--- config.mk ---
export PLATFORM = sky130hd
export DESIGN_NAME = csrmv_mac
export DESIGN_NICKNAME = d
export VERILOG_FILES = /design/src/sv/csrmv_pkg.sv /design/src/sv/csrmv_mac.sv
export SDC_FILE = /design/constraint.sdc
export NUM_CORES = 2
export LEC_CHECK = 0
export ABC_AREA = 1
export BUFFER_PORTS_ARGS = -buffer_cell sky130_fd_sc_hd__buf_2
export CAP_MARGIN = 5
export CORE_UTILIZATION = 61
export CTS_CLUSTER_DIAMETER = 80
export CTS_CLUSTER_SIZE = 20
export DETAILED_ROUTE_END_ITERATION = 10
export PLACE_DENSITY = 0.75
export REMOVE_ABC_BUFFERS = 1
export SLEW_MARGIN = 20
export SYNTH_ARGS = -nofsm -noshare
export SYNTH_HDL_FRONTEND = slang
export SYNTH_SLANG_ARGS = --single-unit
--- constraint.sdc ---
create_clock -name clk -period 15.6 [get_ports clk]
set_input_delay 2.34 -clock clk [delete_from_list [all_inputs] [get_ports clk]]
set_output_delay 2.34 -clock clk [all_outputs]
set_load 0.01 [all_outputs]
--- src/sv/csrmv_pkg.sv ---
// ----------------------------------------------------------------------------
// csrmv_pkg: shared types and constants for the sparse matrix-vector block
// Field widths, default parameter values, item kinds and the structs that
// pass pipeline items between stages.
// ----------------------------------------------------------------------------
package csrmv_pkg;

  localparam int DEF_VECTOR_DEPTH = 1024;
  localparam int DEF_FRAC_BITS    = 16;

  localparam int KIND_W   = 2;
  localparam int COLUMN_W = 10;
  localparam int DATA_W   = 32;
  localparam int ACC_W    = 64;
  localparam int ROW_W    = 16;

  typedef enum logic [KIND_W-1:0] {
    KIND_LOAD    = 2'd0,
    KIND_NONZERO = 2'd1,
    KIND_EMPTY   = 2'd2
  } kind_t;

  // Nonzero or empty-row item after the vector element lookup
  typedef struct packed {
    logic                     valid;
    logic                     empty;
    logic                     last;
    logic signed [DATA_W-1:0] operand;
    logic signed [DATA_W-1:0] element;
  } fetch_t;

  // Finished row waiting for rounding and clamping
  typedef struct packed {
    logic                    valid;
    logic                    empty;
    logic [ROW_W-1:0]        row_number;
    logic signed [ACC_W-1:0] acc;
    logic                    flag;
  } fin_t;

endpackage

--- src/sv/csrmv_mac.sv ---
// ----------------------------------------------------------------------------
// csrmv_mac: multiply and row accumulate
// Registers the full 64-bit product, then adds it to the row accumulator
// with saturation and hands finished rows to the rounding stage.
// ----------------------------------------------------------------------------
module csrmv_mac
  import csrmv_pkg::*;
(
  input  logic   clk,
  input  logic   rst,
  input  fetch_t fetch,
  output logic   ready,
  input  logic   fin_ready,
  output fin_t   fin
);

  logic                    p_valid;
  logic                    p_empty;
  logic                    p_last;
  logic signed [ACC_W-1:0] prod;

  logic signed [ACC_W-1:0] acc;
  logic                    flag;
  logic [ROW_W-1:0]        row_counter;

  logic                    fin_valid;
  logic                    fin_empty;
  logic [ROW_W-1:0]        fin_row;
  logic signed [ACC_W-1:0] fin_acc;
  logic                    fin_flag;

  logic                    advance;
  logic signed [ACC_W-1:0] sum;
  logic                    ovf;
  logic signed [ACC_W-1:0] sat_sum;

  assign advance = p_valid && (!fin_valid || fin_ready);
  assign ready   = !p_valid || advance;

  always_ff @(posedge clk) begin
    if (ready) begin
      p_empty <= fetch.empty;
      p_last  <= fetch.last;
      prod    <= fetch.operand * fetch.element;
    end
  end

  always_ff @(posedge clk) begin
    if (rst) begin
      p_valid <= 1'b0;
    end else if (ready) begin
      p_valid <= fetch.valid;
    end
  end

  always_comb begin
    sum     = acc + prod;
    ovf     = (acc[ACC_W-1] == prod[ACC_W-1]) && (sum[ACC_W-1] != acc[ACC_W-1]);
    sat_sum = sum;
    if (ovf) begin
      sat_sum = acc[ACC_W-1] ? {1'b1, {(ACC_W-1){1'b0}}} : {1'b0, {(ACC_W-1){1'b1}}};
    end
  end

  always_ff @(posedge clk) begin
    if (advance) begin
      fin_empty <= p_empty;
      fin_row   <= row_counter;
      fin_acc   <= sat_sum;
      fin_flag  <= flag || ovf;
    end
  end

  always_ff @(posedge clk) begin
    if (rst) begin
      fin_valid   <= 1'b0;
      acc         <= '0;
      flag        <= 1'b0;
      row_counter <= '0;
    end else if (advance) begin
      fin_valid <= p_empty || p_last;
      if (p_empty) begin
        // leave a partial row alone
        row_counter <= row_counter + 1'b1;
      end else if (p_last) begin
        acc         <= '0;
        flag        <= 1'b0;
        row_counter <= row_counter + 1'b1;
      end else begin
        acc  <= sat_sum;
        flag <= flag || ovf;
      end
    end else if (fin_ready) begin
      fin_valid <= 1'b0;
    end
  end

  always_comb begin
    fin.valid      = fin_valid;
    fin.empty      = fin_empty;
    fin.row_number = fin_row;
    fin.acc        = fin_acc;
    fin.flag       = fin_flag;
  end

endmodule

==> impl_metrics.csv <==
group,metric,value,unit
outcome,status,"complete, no violations",
timing,maxSlewViolCount,0,
detailed_routing,post-route-drc-count,0,
grt,antenna_found_initial,1,
yosys,synth_top_flop_cell,"edfxtp_1",
detailed_routing,totalWireLength,149000,um
die,start_util,0.618,
job,drv_cap,0,
clock_tree,cts_hold_buf,0,
layout,drive_gt1_frac,0.0410,
timing,hold_slack,0.469,ns
grt,grtUsageTotal,0.360,
clock_tree,clockBufferDepth,3,
timing,fmax,99.8,MHz
clock_tree,post_cts_buffers,0,
clock_tree,h-tree-depth,1,
detailed_routing,post_drt_via_cell_ratio,5.32,
place,gp_congestion,1.02,
yosys,syn-cell-area,51900,um2
detailed_routing,wl_per_cell,19.2,um
layout,fillCellCount,7460,
layout,multi_input_area,37500,um2
timing,worst_pin_slew,1.05,ns
die,fp.dieH,294,um
clock_tree,cts-resized-gates,0,
die,die_x,294,um
die,coreArea,84000,um2
detailed_routing,vias,41313,
critical_path,crit_path_start_kind,"primary input",
timing,fin_setup_tns,0,ns
hold_path,hold_path.class,"reg2reg",
yosys,ys_seq_area_frac,0.118,
timing,finalCritPeriodShare,0.643,
critical_path,critical_path_class,"in2reg",
detailed_routing,drt-initial-drc-count,3236,
timing,worst_slack,5.58,ns
grt,grt_pass1_vias,43489,
layout,final_area,53800,um2
clock_tree,clkSinkCount,231,
layout,syn_to_final_growth,3.67,%
timing,setup_viol,0,
critical_path,worstPathArrival,10.28,ns
timing,period_needed,10.02,ns
place,dpl.hpwl,122000,um
timing,fin_skew,0.0434,ns
timing,hold_viol,0,
grt,grt_pass1_wl,238000,um
clock_tree,cts-buffers-inserted,15,
yosys,synth-seq-cells,231,
critical_path,required,15.85,ns
clock_tree,insertion_delay,0.53,ns
clock_tree,clkSlewWorstSetupHoldPaths,0.09,ns
timing,slew_headroom,0.303,
place,place_ws,5.04,ns
detailed_routing,drt_pre_antenna_iters,6,
detailed_routing,ant_nets,0,
grt,grt_overflow,0,
place,numPortBuffers,153,
grt,grt_start_max_net_pins,84,
critical_path,cp-end-kind,"flip-flop",
clock_tree,cts_tree,"done",
critical_path,cp_max_fo,32,
timing,rsz0062_at_grt,"no",
die,ios,154,
die,die-area,86200,um2
clock_tree,cts_root_buf,"clkbuf_16",
yosys,synth-async-reset-ratio,0,
yosys,syn_area_per_cell,7.79,um2
place,dpl_cell_area,53300,um2
yosys,ys.warnings.count,0,
die,rows,106,
layout,nets,8026,
layout,ff_latch_area,6110,um2
yosys,synth-edff-count,148,
yosys,synth.distinct_cells,43,
yosys,synthCells,6662,
## worst paths after layout
| path | startpoint | to | slack, ns | cells past startpoint |
|---|---|---|---|---|
| min reg2reg | row_counter[15] | fin_row[15] | 0.47 | 0 |
| max reg2reg | prod[53] | fin_acc[56] | 11.79 | 14 |
| min | row_counter[15] | fin_row[15] | 0.47 | 0 |
| max | fetch[63] | prod[61] | 5.58 | 26 |
## worst max-delay path: stages
cell and delay [ns]:
buf_2 0.56, nand2_1 0.26, inv_1 0.13, fa_1 0.39, inv_1 0.22, fa_1 0.57
fa_1 0.57, inv_1 0.07, fa_1 1.03, inv_1 0.33, fa_1 0.55, inv_1 0.05
fa_1 0.52, inv_1 0.05, fa_1 0.48, inv_1 0.06, fa_1 0.45, ha_1 0.39
a21o_1 0.24, a31oi_1 0.23, o21ai_0 0.17, nand2_1 0.09, o2111ai_1 0.09, nor2_1 0.11
nand2_1 0.11, xor2_1 0.16
## sequential cells by signal, summed over array words and instances, names as in the netlist
name / count
p_valid: 1
row_counter: 16
fin_flag: 1
p_empty: 1
fin_acc: 64
p_last: 1
fin_empty: 1
fin_row: 16
prod: 64
fin_valid: 1
flag: 1
acc: 64
## synthesized netlist by cell type (12+ instances only)
cell,n,share of area
a21o_1,12,0.0017
a21oi_1,211,0.020
a21oi_2,24,0.0041
a31oi_1,24,0.0029
buf_2,12,0.0012
clkbuf_1,214,0.015
dfxtp_1,83,0.032
edfxtp_1,148,0.086
fa_1,1083,0.42
ha_1,248,0.060
inv_1,1952,0.14
nand2_1,1919,0.14
nand3_1,164,0.016
nand4_1,23,0.0028
nor2_1,248,0.018
nor3_1,26,0.0025
nor4_1,12,0.0014
o21ai_0,61,0.0059
xnor2_1,56,0.0095
xor2_1,41,0.0069
## cells by family (layout without fill, tap and decap cells)
| family | Yosys count | in the layout | synth area share |
|---|---|---|---|
| other cells | 0 | 1 | 0 |
| fa+ha+maj | 1331 | 1331 | 0.478 |
| flops | 231 | 231 | 0.118 |
| simple gates | 2436 | 2436 | 0.185 |
| xor+xnor | 97 | 97 | 0.0164 |
| compound gates | 370 | 370 | 0.0421 |
| buf+inv | 2197 | 2169 | 0.161 |
## stage by stage
| step | std cells | util |
|---|---|---|
| floorplan | 6423 | - |
| global placement | 7742 | 0.635 |
| CTS | 7768 | 0.640 |
| finish | 7769 | 0.640 |
| detailed placement | 7742 | 0.635 |
| global route | 7768 | 0.640 |
## layout make-up
cell class | count | area share
Antenna cell | 1 | 0.0000465
Multi-Input combinational cell | 4234 | 0.697
Inverter | 1958 | 0.137
Clock inverter | 4 | 0.000442
Timing Repair Buffer | 185 | 0.0187
Tap cell | 1134 | 0.0264
Clock buffer | 22 | 0.00747
Sequential cell | 231 | 0.114
## cells in the final DEF, fill, tap and decap left out, drive strengths merged, types with 24 or more instances in the layout
cell type / count
inv: 1957
edfxtp: 148
o21ai: 62
a31oi: 24
nand3: 165
xnor2: 56
nor2: 253
xor2: 41
ha: 248
nand2: 1926
buf: 185
a21oi: 245
nor3: 27
fa: 1083
dfxtp: 83
## per-layer routing
metal  part of all wire  vias up  track usage
li1                   -    18883            -
met1               0.40    20293        0.474
met2               0.46     1831        0.583
met3               0.11      304       0.0886
met4              0.036        2        0.121
met5           0.000087        -            0
Power is left out: the tool's default activity adds up to more than one toggle a clock period on the data nets, which glitch-free logic cannot reach.
